===== config.mk =====
export PLATFORM = sky130hd
export DESIGN_NAME = tlics_ctrl
export DESIGN_NICKNAME = d
export VERILOG_FILES = /design/src/rtl/tlics_pkg.sv /design/src/rtl/tlics_ctrl.sv
export SDC_FILE = /design/constraint.sdc
export NUM_CORES = 1
export LEC_CHECK = 0
export ABC_CLOCK_PERIOD_IN_PS = 3500
export BUFFER_PORTS_ARGS = -buffer_cell sky130_fd_sc_hd__buf_4
export CELL_PAD_IN_SITES_DETAIL_PLACEMENT = 0
export CELL_PAD_IN_SITES_GLOBAL_PLACEMENT = 1
export CORE_UTILIZATION = 25
export DETAILED_ROUTE_END_ITERATION = 6
export PLACE_DENSITY = 0.61
export SLEW_MARGIN = 20
export SYNTH_ARGS = -nofsm -noshare
export SYNTH_HDL_FRONTEND = slang
export SYNTH_SLANG_ARGS = --single-unit

===== constraint.sdc =====
create_clock -name clk -period 3.5 [get_ports clk]
set_input_delay 0.7 -clock clk [delete_from_list [all_inputs] [get_ports clk]]
set_output_delay 0.7 -clock clk [all_outputs]
set_load 0.1 [all_outputs]

===== src/rtl/tlics_pkg.sv =====
package tlics_pkg;

    // Fixed field and accumulator widths
    localparam int ANG_W     = 30;  // per-ring angular running sum
    localparam int TOT_W     = 35;  // radial running sum of ring totals
    localparam int MUL_LO_W  = 32;  // low slice of the scaled operand
    localparam int BIN_W     = 6;   // bin index output fields
    localparam int FRAC_W    = 16;  // jitter pass-through fields

    // Parameter defaults
    localparam int RING_BINS_DEF   = 40;
    localparam int ANGLE_BINS_DEF  = 40;
    localparam int WEIGHT_BITS_DEF = 24;
    localparam int RAND_BITS_DEF   = 16;

    // Controller to datapath commands
    typedef struct packed {
        logic capture;    // latch the accepted input word
        logic load_acc;   // add weight to ring sum, write angular entry
        logic ring_end;   // fold ring sum into total, write radial entry
        logic advance;    // step the load position
        logic rd_top;     // read the last entry of the current table
        logic mul;        // capture scaling products
        logic tgt;        // capture search target, restart index
        logic search;     // one compare step of the first-match search
        logic phase_ang;  // 0: ring level, 1: angle level
        logic out_load;   // move the finished result to the output register
    } cmd_t;

    // Datapath to controller status
    typedef struct packed {
        logic hit;        // current entry matches or is the last one
        logic ring_last;  // load position sits on the last angle bin
    } sts_t;

endpackage


===== src/rtl/tlics_ctrl.sv =====
module tlics_ctrl (
    input  logic            clk,
    input  logic            rst_n,
    input  logic            in_valid,
    input  logic            opcode,
    output logic            in_ready,
    input  logic            out_ready,
    output logic            out_valid,
    input  tlics_pkg::sts_t sts,
    output tlics_pkg::cmd_t cmd
);

    typedef enum logic [11:0] {
        S_IDLE     = 12'b0000_0000_0001,
        S_LOAD     = 12'b0000_0000_0010,
        S_RING_END = 12'b0000_0000_0100,
        S_RD_TOP   = 12'b0000_0000_1000,
        S_MUL_R    = 12'b0000_0001_0000,
        S_TGT_R    = 12'b0000_0010_0000,
        S_SRCH_R   = 12'b0000_0100_0000,
        S_RD_AT    = 12'b0000_1000_0000,
        S_MUL_A    = 12'b0001_0000_0000,
        S_TGT_A    = 12'b0010_0000_0000,
        S_SRCH_A   = 12'b0100_0000_0000,
        S_DONE     = 12'b1000_0000_0000
    } state_t;

    state_t state_reg;
    state_t state_next;
    logic   out_valid_reg;
    logic   out_valid_next;

    always_comb
    begin
        state_next = state_reg;
        cmd        = '0;
        in_ready   = 1'b0;
        unique case (state_reg)
            S_IDLE:
            begin
                in_ready = 1'b1;
                if (in_valid)
                begin
                    cmd.capture = 1'b1;
                    state_next  = opcode ? S_RD_TOP : S_LOAD;
                end
            end
            S_LOAD:
            begin
                cmd.load_acc = 1'b1;
                if (sts.ring_last)
                begin
                    state_next = S_RING_END;
                end
                else
                begin
                    cmd.advance = 1'b1;
                    state_next  = S_IDLE;
                end
            end
            S_RING_END:
            begin
                cmd.ring_end = 1'b1;
                cmd.advance  = 1'b1;
                state_next   = S_IDLE;
            end
            S_RD_TOP:
            begin
                cmd.rd_top = 1'b1;
                state_next = S_MUL_R;
            end
            S_MUL_R:
            begin
                cmd.mul    = 1'b1;
                state_next = S_TGT_R;
            end
            S_TGT_R:
            begin
                cmd.tgt    = 1'b1;
                state_next = S_SRCH_R;
            end
            S_SRCH_R:
            begin
                cmd.search = 1'b1;
                if (sts.hit)
                begin
                    state_next = S_RD_AT;
                end
            end
            S_RD_AT:
            begin
                cmd.phase_ang = 1'b1;
                cmd.rd_top    = 1'b1;
                state_next    = S_MUL_A;
            end
            S_MUL_A:
            begin
                cmd.phase_ang = 1'b1;
                cmd.mul       = 1'b1;
                state_next    = S_TGT_A;
            end
            S_TGT_A:
            begin
                cmd.phase_ang = 1'b1;
                cmd.tgt       = 1'b1;
                state_next    = S_SRCH_A;
            end
            S_SRCH_A:
            begin
                cmd.phase_ang = 1'b1;
                cmd.search    = 1'b1;
                if (sts.hit)
                begin
                    state_next = S_DONE;
                end
            end
            S_DONE:
            begin
                cmd.phase_ang = 1'b1;
                if (!out_valid_reg || out_ready)
                begin
                    cmd.out_load = 1'b1;
                    state_next   = S_IDLE;
                end
            end
            default:
            begin
                state_next = S_IDLE;
            end
        endcase
    end

    always_comb
    begin
        out_valid_next = out_valid_reg;
        if (cmd.out_load)
        begin
            out_valid_next = 1'b1;
        end
        else if (out_ready)
        begin
            out_valid_next = 1'b0;
        end
    end

    always_ff @(posedge clk or negedge rst_n)
    begin
        if (!rst_n)
        begin
            state_reg     <= S_IDLE;
            out_valid_reg <= 1'b0;
        end
        else
        begin
            state_reg     <= state_next;
            out_valid_reg <= out_valid_next;
        end
    end

    assign out_valid = out_valid_reg;

    // The result stage is only entered right after the angle search finds its bin
    a_done_from_search: assert property (@(posedge clk) disable iff (!rst_n)
        (state_reg == S_DONE) && ($past(state_reg) != S_DONE)
        |-> $past(state_reg) == S_SRCH_A)
        else $error("result stage entered without angle search");

endmodule


==> impl_metrics.env, run 1 <==
export IMPL_synth_seq_cells=13
export IMPL_post_route_drc_count=0
export IMPL_io_pins=19
export IMPL_num_vias=722
export IMPL_hpwl_mm=1.49
export IMPL_clkTransAtPathRegs_ns=0.09
export IMPL_avgSynthCellArea_um2=9.38
export IMPL_switchingPower_mw=0.315
export IMPL_io_buffer_count=18
export IMPL_path_class="register to output port"
export IMPL_synth_top_cell_area_share_pct=37.2
export IMPL_routed_wl_mm=1.92
export IMPL_maxSlewHeadroom_pct=61.0
export IMPL_arrival_ns=2.59
export IMPL_placed_area_um2=993
export IMPL_rsz0062_at_grt="no"
export IMPL_ir_worst_vdd_mv=0.388
export IMPL_grt_max_degree=14
export IMPL_syn_cell_area_um2=807
export IMPL_clock_path_buffers=2
export IMPL_initial_core_util_pct=26.4
export IMPL_power_frac_comb_pct=53.9
export IMPL_synthCells=86
export IMPL_worstSetupStartpointType="register"
export IMPL_seq_power_share_pct=31.0
export IMPL_grt_ovfl_total=0
export IMPL_synth_cell_type_count=35
export IMPL_p_per_area_nw_per_um2=620
export IMPL_core_rowCount=20
export IMPL_max_freq_ghz=0.304
export IMPL_holdBufCountCts=0
export IMPL_yosysSeqAreaShare_pct=40.5
export IMPL_area_growth_pct=26.5
export IMPL_num_antenna_cells=0
export IMPL_outcome="complete, no violations"
export IMPL_hold_class="input pin to async pin"
export IMPL_cts_inserted_buffers=3
export IMPL_cts_tree="built"
export IMPL_placedCellCount=144
export IMPL_p_int_mw=0.318
export IMPL_stdcell_count=148
export IMPL_fin_crit_sh_pct=94.0
export IMPL_required_ns=2.80
export IMPL_fin_hold_ws_ns=0.240
export IMPL_dieWidth_um=58.8
export IMPL_crit_path_end_kind="output port"
export IMPL_coreArea_um2=3050
export IMPL_drive_above_1_share_pct=32.7
export IMPL_ant_nets=0
export IMPL_die_h_um=58.8
export IMPL_clock_root_buffer="clkbuf_4"
export IMPL_p_leak_nw=0.523
export IMPL_drt_pass1_iterations=4
export IMPL_cap_violations=0
export IMPL_design_area_um2=1020
export IMPL_finalCriticalPeriod_ns=3.29
export IMPL_setup_viol=0
export IMPL_pwr_share_clk_pct=15.1
export IMPL_ys_warn_count=0
export IMPL_p_sw_share_pct=49.8
export IMPL_grtUsageTotal_pct=13.0
export IMPL_worstMarginPinSlew_ns=0.580
export IMPL_cts_sinks=13
export IMPL_grt_pass1_wl_mm=3.28
export IMPL_finClkSkew_ns=0.00972
export IMPL_crit_fanout=8
export IMPL_synth_edf_count=0
export IMPL_synthDominantAreaCellType="dfrtp_1"
export IMPL_synth_nets=93
export IMPL_synthArstFlopShare_pct=100
export IMPL_synth_common_cells="dfrtp_1 (12), o21ai_0 (8), nor3_1 (6)"
export IMPL_die_area_um2=3460
export IMPL_first_iter_violations=20
export IMPL_slew_violations=0
export IMPL_grt_pass1_vias=685
export IMPL_antenna_found_initial=0
export IMPL_wl_per_cell_um=13.0
export IMPL_largest_reg_flops=12
export IMPL_nNetsFinal=112
export IMPL_synth_area_leaders="dfrtp_1 (37%), o21ai_0 (5.0%), xor2_1 (4.3%)"
export IMPL_htree_levels=1
export IMPL_postCtsSetupBuffers=0
export IMPL_globalplace_congestion=0.764
export IMPL_synthFlopType="dfrtp_1"
export IMPL_routed_via_density=4.88
export IMPL_synth_most_common_cell="dfrtp_1"
export IMPL_cts_resized=0
export IMPL_hold_viol=0
export IMPL_clk_insertion_delay_late_ns=0.28
==> worst paths after layout <==
| check | startpoint | end | slack [ns] | cells past startpoint |
|---|---|---|---|---|
| setup / recovery | state_reg[8] | cmd[6] | 0.21 | 6 |
| hold / removal | rst_n | state_reg[2] | 0.24 | 1 |
| setup reg to reg | state_reg[8] | state_reg[10] | 1.29 | 5 |
| hold reg to reg | state_reg[2] | state_reg[4] | 0.55 | 1 |
| max in group asynchronous | rst_n | state_reg[0] | 3.02 | 1 |
| min in group clk | state_reg[2] | state_reg[4] | 0.55 | 1 |
==> metrics by stage <==
step	total power [mW]	TNS [ns]	setup WS (ns)	utilization, %
finish	0.633	0	0.211	33.4
global route	0.672	0	0.0751	33.4
CTS	0.639	0	0.203	33.4
detailed placement	0.541	0	0.513	32.5
global placement	0.542	0	0.561	32.5
floorplan	0.466	-0.567	-0.567	-
==> placed cells by master (no fill, tap or decap), types with 2 or more instances in the layout <==
| cell | netlist | final |
|---|---|---|
| and2_1 | 3 | 2 |
| or2_2 | 3 | 3 |
| nor2_1 | 3 | 2 |
| or4_4 | 2 | 2 |
| nor4_1 | 4 | 4 |
| or4_1 | 2 | 2 |
| nand2_1 | 4 | 4 |
| nand4_1 | 2 | 2 |
| buf_4 | 1 | 19 |
| xor2_1 | 4 | 4 |
| o21ai_0 | 8 | 8 |
| inv_1 | 3 | 3 |
| nor3_1 | 6 | 6 |
| dfrtp_1 | 12 | 12 |
| nand2b_1 | 4 | 4 |
| nor4b_1 | 2 | 2 |
| and2b_1 | 2 | 2 |
| clkbuf_4 | 0 | 3 |
==> final cells by class <==
cell class | instances | area [um2]
Sequential cell | 13 | 327
Clock inverter | 1 | 5.00
Timing Repair Buffer | 19 | 143
Inverter | 3 | 11.3
Multi-Input combinational cell | 65 | 458
Fill cell | 349 | 2030
Clock buffer | 3 | 22.5
Tap cell | 44 | 55.1
==> worst max-delay path, cell delays in order (launching register included) <==
cell and delay, ns:
dfrtp_1 0.46, or4_4 0.56, or4_4 0.54, nor3b_4 0.22, and2b_1 0.16, or2_2 0.10
buf_4 0.27
==> routing by layer <==
metal,track usage (%),up-vias,wire (um)
met5,0,-,0
met3,1.32,2,81
met1,18.1,348,949
met2,19.2,20,858
li1,-,352,-
met4,8.16,0,34
==> cells by family after synthesis <==
group,after synthesis,synth area share (%)
and+or+nand+nor,46,37.7
AOI/OAI and AO/OA,15,12.4
DFF,13,40.5
buffers and inverters,8,5.12
xor gates and xnor gates,4,4.34
==> power groups by stage <==
stage | registers (mW) | logic [mW] | clock network [mW]
floorplan | 0.190 | 0.276 | 0
global placement | 0.198 | 0.343 | 0
detailed placement | 0.199 | 0.342 | 0
CTS | 0.196 | 0.344 | 0.0997
global route | 0.202 | 0.362 | 0.108
finish | 0.196 | 0.341 | 0.0958
No activity file was read; power rests on OpenSTA's default activity.
==> inputs of run 2 (changes only) <==
--- a/config.mk
+++ b/config.mk
@@ -9,9 +9,11 @@
 export BUFFER_PORTS_ARGS = -buffer_cell sky130_fd_sc_hd__buf_4
 export CELL_PAD_IN_SITES_DETAIL_PLACEMENT = 0
 export CELL_PAD_IN_SITES_GLOBAL_PLACEMENT = 1
+export CORE_MARGIN = 4
 export CORE_UTILIZATION = 25
 export DETAILED_ROUTE_END_ITERATION = 6
 export PLACE_DENSITY = 0.61
+export REMOVE_ABC_BUFFERS = 1
 export SLEW_MARGIN = 20
 export SYNTH_ARGS = -nofsm -noshare
 export SYNTH_HDL_FRONTEND = slang
==> run 2 against run 1 <==
  * Clock skew down 0.0061 ns
  * Fmax up 1.3%
  * Largest cell class unchanged
  * Critical path type unchanged
  * Highest routed layer unchanged
  * Setup slack better by 0.042 ns
  * Power down 3.3%
  * Non-clock buffer count unchanged
  * Clock-buffer cell count up 1
  * Sequential share of layout area up 0.64 points
  * Global-route usage down 3.7 points
==> impl_metrics.env, run 2 (synthesized netlist as in run 1, its figures left out) <==
export IMPL_cts_inserted_buffers=3
export IMPL_r2r_cells=5
export IMPL_cts_tree="built"
export IMPL_grt_max_degree=14
export IMPL_area_growth_pct=24.0
export IMPL_ir_worst_vdd_mv=0.597
export IMPL_cts_resized=0
export IMPL_worstMarginPinSlew_ns=0.545
export IMPL_worstSetupStartpointType="register"
export IMPL_hold_viol=0
export IMPL_io_buffer_count=18
export IMPL_layout_commonest_cell="buf_4"
export IMPL_final_setup_worst_slack_ns=0.253
export IMPL_slew_violations=0
export IMPL_grt_pass1_vias=682
export IMPL_grt_ovfl_total=0
export IMPL_stdcell_count=148
export IMPL_num_vias=691
export IMPL_wl_per_cell_um=12.0
export IMPL_crit_end="cmd[6]"
export IMPL_placedCellCount=144
export IMPL_required_ns=2.80
export IMPL_outcome="complete, no violations"
export IMPL_die_h_um=64.8
export IMPL_fin_crit_sh_pct=92.8
export IMPL_die_area_um2=4200
export IMPL_finalPower_mw=0.612
export IMPL_htree_levels=1
export IMPL_clock_root_buffer="clkbuf_4"
export IMPL_drive_above_1_share_pct=27.9
export IMPL_timing_rr_end="state_reg[10]"
export IMPL_finalCriticalPeriod_ns=3.25
export IMPL_setup_viol=0
export IMPL_max_freq_ghz=0.308
export IMPL_r2r_slack_ns=1.31
export IMPL_dieWidth_um=64.8
export IMPL_layout_common_cells="buf_4 (19), dfrtp_1 (12), o21ai_0 (8), nor3_1 (6)"
export IMPL_cap_violations=0
export IMPL_grt_pass1_wl_mm=3.04
export IMPL_postCtsSetupBuffers=0
export IMPL_num_antenna_cells=0
export IMPL_core_rowCount=20
export IMPL_first_iter_violations=6
export IMPL_antenna_found_initial=0
export IMPL_holdBufCountCts=0
export IMPL_clock_path_buffers=2
export IMPL_clkTransAtPathRegs_ns=0.08
export IMPL_worstSetupStartpoint="state_reg[9]"
export IMPL_post_route_drc_count=0
export IMPL_crit_path_end_kind="output port"
export IMPL_fin_hold_ws_ns=0.258
export IMPL_place_ws_ns=0.540
export IMPL_drt_pass1_iterations=5
export IMPL_routed_wl_mm=1.77
export IMPL_fin_util_pct=32.5
export IMPL_arrival_ns=2.55
export IMPL_p_per_area_nw_per_um2=611
export IMPL_hold_class="input pin to async pin"
export IMPL_p_leak_nw=0.514
export IMPL_nNetsFinal=112
export IMPL_finClkSkew_ns=0.00361
export IMPL_routed_via_density=4.67
export IMPL_io_pins=19
export IMPL_initial_core_util_pct=26.2
export IMPL_r2r_start="state_reg[9]"
export IMPL_rsz0062_at_grt="no"
export IMPL_largest_reg_flops=12
export IMPL_clk_insertion_delay_late_ns=0.27
export IMPL_hpwl_mm=1.42
export IMPL_globalplace_congestion=0.746
export IMPL_ant_nets=0
export IMPL_crit_fanout=9
export IMPL_path_class="register to output port"
export IMPL_maxSlewHeadroom_pct=63.3
export IMPL_coreArea_um2=3080
export IMPL_grtUsageTotal_pct=9.30
export IMPL_cts_sinks=13
==> run 2: changes by cell type in the layout (fill, tap and decap cells not counted), sizes merged <==
cell    previous run  this run
clkinv             1         0
clkbuf             3         4
==> run 2: through the flow <==
stage / cell area (um2) / setup TNS, ns
2_1_floorplan: 777 / -4.68
3_3_place_gp: 975 / 0
3_5_place_dp: 975 / 0
4_1_cts: 1000 / 0
5_1_grt: 1000 / 0
6_report: 1000 / 0
==> run 2: worst min-delay path by stage <==
stage	from	to	slack, ns	depth (start not counted)
detailed placement	state_reg[2]	state_reg[4]	0.51	1
floorplan	rst_n	out_valid	0.40	0
global placement	state_reg[2]	state_reg[4]	0.53	1
CTS	rst_n	state_reg[8]	0.26	1
finish	rst_n	state_reg[2]	0.26	1
global route	rst_n	state_reg[2]	0.26	1
==> run 2: final cells by class <==
cell class,count,area [um2]
clock buffers,4,26.3
fillers,321,2080
inverters,3,11.3
multi-input cells,65,439
flip-flops and latches,13,327
well taps,44,55.1
repair buffers,19,143
==> run 2: where the power goes <==
group	switching [mW]	leakage (nW)	internal [mW]	total, mW
registers	0.0260	0.177	0.169	0.195
clock network	0.0489	0.0150	0.0441	0.0930
logic	0.223	0.322	0.101	0.324
==> run 2: worst max-delay path: stages (launching register included) <==
cell,delay [ns]
dfrtp_1,0.47
or4_4,0.54
or4_4,0.52
nor3b_4,0.21
and2b_1,0.16
or2_2,0.10
buf_4,0.27
==> run 2: routing by layer <==
layer | track usage (%) | vias to the layer above | share of wire, %
met5 | 0 | - | 0
li1 | - | 351 | -
met1 | 12.0 | 319 | 47
met3 | 1.91 | 6 | 4.5
met2 | 14.9 | 15 | 47
met4 | 3.96 | 0 | 1.5
==> inputs of run 3 (changes only) <==
--- a/config.mk
+++ b/config.mk
@@ -13,6 +13,7 @@
 export CORE_UTILIZATION = 25
 export DETAILED_ROUTE_END_ITERATION = 6
 export PLACE_DENSITY = 0.61
+export RECOVER_POWER = 50
 export REMOVE_ABC_BUFFERS = 1
 export SLEW_MARGIN = 20
 export SYNTH_ARGS = -nofsm -noshare
==> run 3 against run 2 <==
  * Setup slack worse by 0.0097 ns
  * Cell count stayed put
  * Clock-buffer cell count stayed put
  * Clock skew hardly changed
  * Via count is 1.3% lower
  * Utilization is 0.37 points lower
  * Sequential share of layout area is 0.37 points higher
  * Sequential cell count stayed put
  * Non-clock buffer count stayed put
  * Fmax is 0.30% lower
  * Critical path depth stayed put
  * Highest routed layer unchanged
==> impl_metrics.env, run 3 (synthesized netlist as in run 1, its figures left out) <==
export IMPL_outcome="complete, no violations"
export IMPL_antenna_found_initial=0
export IMPL_die_h_um=64.8
export IMPL_ant_nets=0
export IMPL_routed_via_density=4.61
export IMPL_core_rowCount=20
export IMPL_maxSlewHeadroom_pct=23.1
export IMPL_largest_reg_flops=12
export IMPL_fin_hold_ws_ns=0.456
export IMPL_finClkSkew_ns=0.00373
export IMPL_cts_tree="built"
export IMPL_path_class="register to output port"
export IMPL_timing_rr_end="state_reg[10]"
export IMPL_num_vias=682
export IMPL_critPathMaxStageDelay_ns=0.55
export IMPL_busiest_layer="met2"
export IMPL_grt_max_degree=14
export IMPL_rsz0062_at_grt="no"
export IMPL_nNetsFinal=112
export IMPL_routed_wl_mm=1.76
export IMPL_final_setup_worst_slack_ns=0.243
export IMPL_crit_fanout=9
export IMPL_wl_per_cell_um=11.9
export IMPL_grt_pass1_vias=682
export IMPL_p_leak_nw=0.507
export IMPL_r2r_slack_ns=1.30
export IMPL_cts_resized=0
export IMPL_ir_worst_vdd_mv=0.597
export IMPL_setup_tns_ns=0
export IMPL_required_ns=2.80
export IMPL_worstMarginPinSlew_ns=1.16
export IMPL_grt_ovfl_total=0
export IMPL_r2r_start="state_reg[9]"
export IMPL_path_cells="or4_1 > or4_4 > nor3b_4 > and2b_1 > or2_2 > buf_4"
export IMPL_slew_violations=0
export IMPL_num_antenna_cells=0
export IMPL_coreArea_um2=3080
export IMPL_fillCellCount=326
export IMPL_grtUsageMet3_pct=1.91
export IMPL_clock_root_buffer="clkbuf_4"
export IMPL_io_buffer_count=18
export IMPL_p_per_area_nw_per_um2=617
export IMPL_drive_above_1_share_pct=25.0
export IMPL_placedCellCount=144
export IMPL_holdBufCountCts=0
export IMPL_slowest_stage="or4_1"
export IMPL_hold_viol=0
export IMPL_hold_class="input pin to async pin"
export IMPL_clock_path_buffers=2
export IMPL_hpwl_mm=1.42
export IMPL_grt_util_met1_pct=12.0
export IMPL_worstSetupStartpointType="register"
export IMPL_layout_common_cells="buf_4 (17), dfrtp_1 (12), o21ai_0 (8), nor3_1 (6)"
export IMPL_finalPower_mw=0.611
export IMPL_post_route_drc_count=0
export IMPL_first_iter_violations=11
export IMPL_cts_sinks=13
export IMPL_fin_crit_sh_pct=93.0
export IMPL_arrival_ns=2.56
export IMPL_grt_pass1_wl_mm=3.04
export IMPL_setup_viol=0
export IMPL_clk_insertion_delay_late_ns=0.27
export IMPL_globalplace_congestion=0.746
export IMPL_htree_levels=1
export IMPL_area_growth_pct=22.6
export IMPL_io_pins=19
export IMPL_initial_core_util_pct=26.2
export IMPL_clkTransAtPathRegs_ns=0.08
export IMPL_crit_path_end_kind="output port"
export IMPL_die_area_um2=4200
export IMPL_place_ws_ns=0.540
export IMPL_drt_pass1_iterations=4
export IMPL_layout_commonest_cell="buf_4"
export IMPL_r2r_cells=5
export IMPL_dieWidth_um=64.8
export IMPL_grtUsageTotal_pct=9.30
export IMPL_use_met2_pct=14.9
export IMPL_cts_inserted_buffers=3
export IMPL_postCtsSetupBuffers=0
export IMPL_stdcell_count=148
export IMPL_finalCriticalPeriod_ns=3.26
export IMPL_max_freq_ghz=0.307
export IMPL_cap_violations=0
## run 3: power breakdown
group          internal (mW)  total (mW)  switching, mW
Combinational         0.0996       0.323          0.223
Clock                 0.0441      0.0933         0.0492
Sequential             0.169       0.195         0.0260
Total                  0.313       0.611          0.298
## run 3: worst max-delay path by stage
stage	from	cells past startpoint	end
global route	state_reg[9]	6	cmd[6]
detailed placement	state_reg[9]	6	cmd[6]
finish	state_reg[9]	6	cmd[6]
global placement	state_reg[9]	6	cmd[6]
CTS	state_reg[9]	6	cmd[6]
floorplan	state_reg[9]	4	cmd[6]
## run 3: final cells by class
| type | instances | area, um2 | share of cell area (%) |
|---|---|---|---|
| Timing Repair Buffer | 19 | 135 | 13.7 |
| Inverter | 3 | 11.3 | 1.14 |
| Clock buffer | 4 | 26.3 | 2.65 |
| Tap cell | 44 | 55.1 | 5.56 |
| Sequential cell | 13 | 327 | 33.0 |
| Multi-Input combinational cell | 65 | 435 | 44.0 |
## run 3: worst max-delay path: cells and delay by family, from the launching register on
family,cells,cell delay [ns]
and+or+nand+nor,5,1.55
DFF,1,0.47
buffers and inverters,1,0.27
## run 3: metal layers
metal	wire, um	vias to the layer above	share of wire (%)
li1	-	351	-
met1	832	318	47
met2	844	11	48
met3	73	2	4.1
met4	12	0	0.68
met5	0	-	0
## run 3: per-stage QoR
| stage | cell area (um2) | utilization, % |
|---|---|---|
| detailed placement | 975 | 31.7 |
| global placement | 975 | 31.7 |
| finish | 990 | 32.2 |
| CTS | 1000 | 32.5 |
| floorplan | 777 | - |
| global route | 990 | 32.2 |
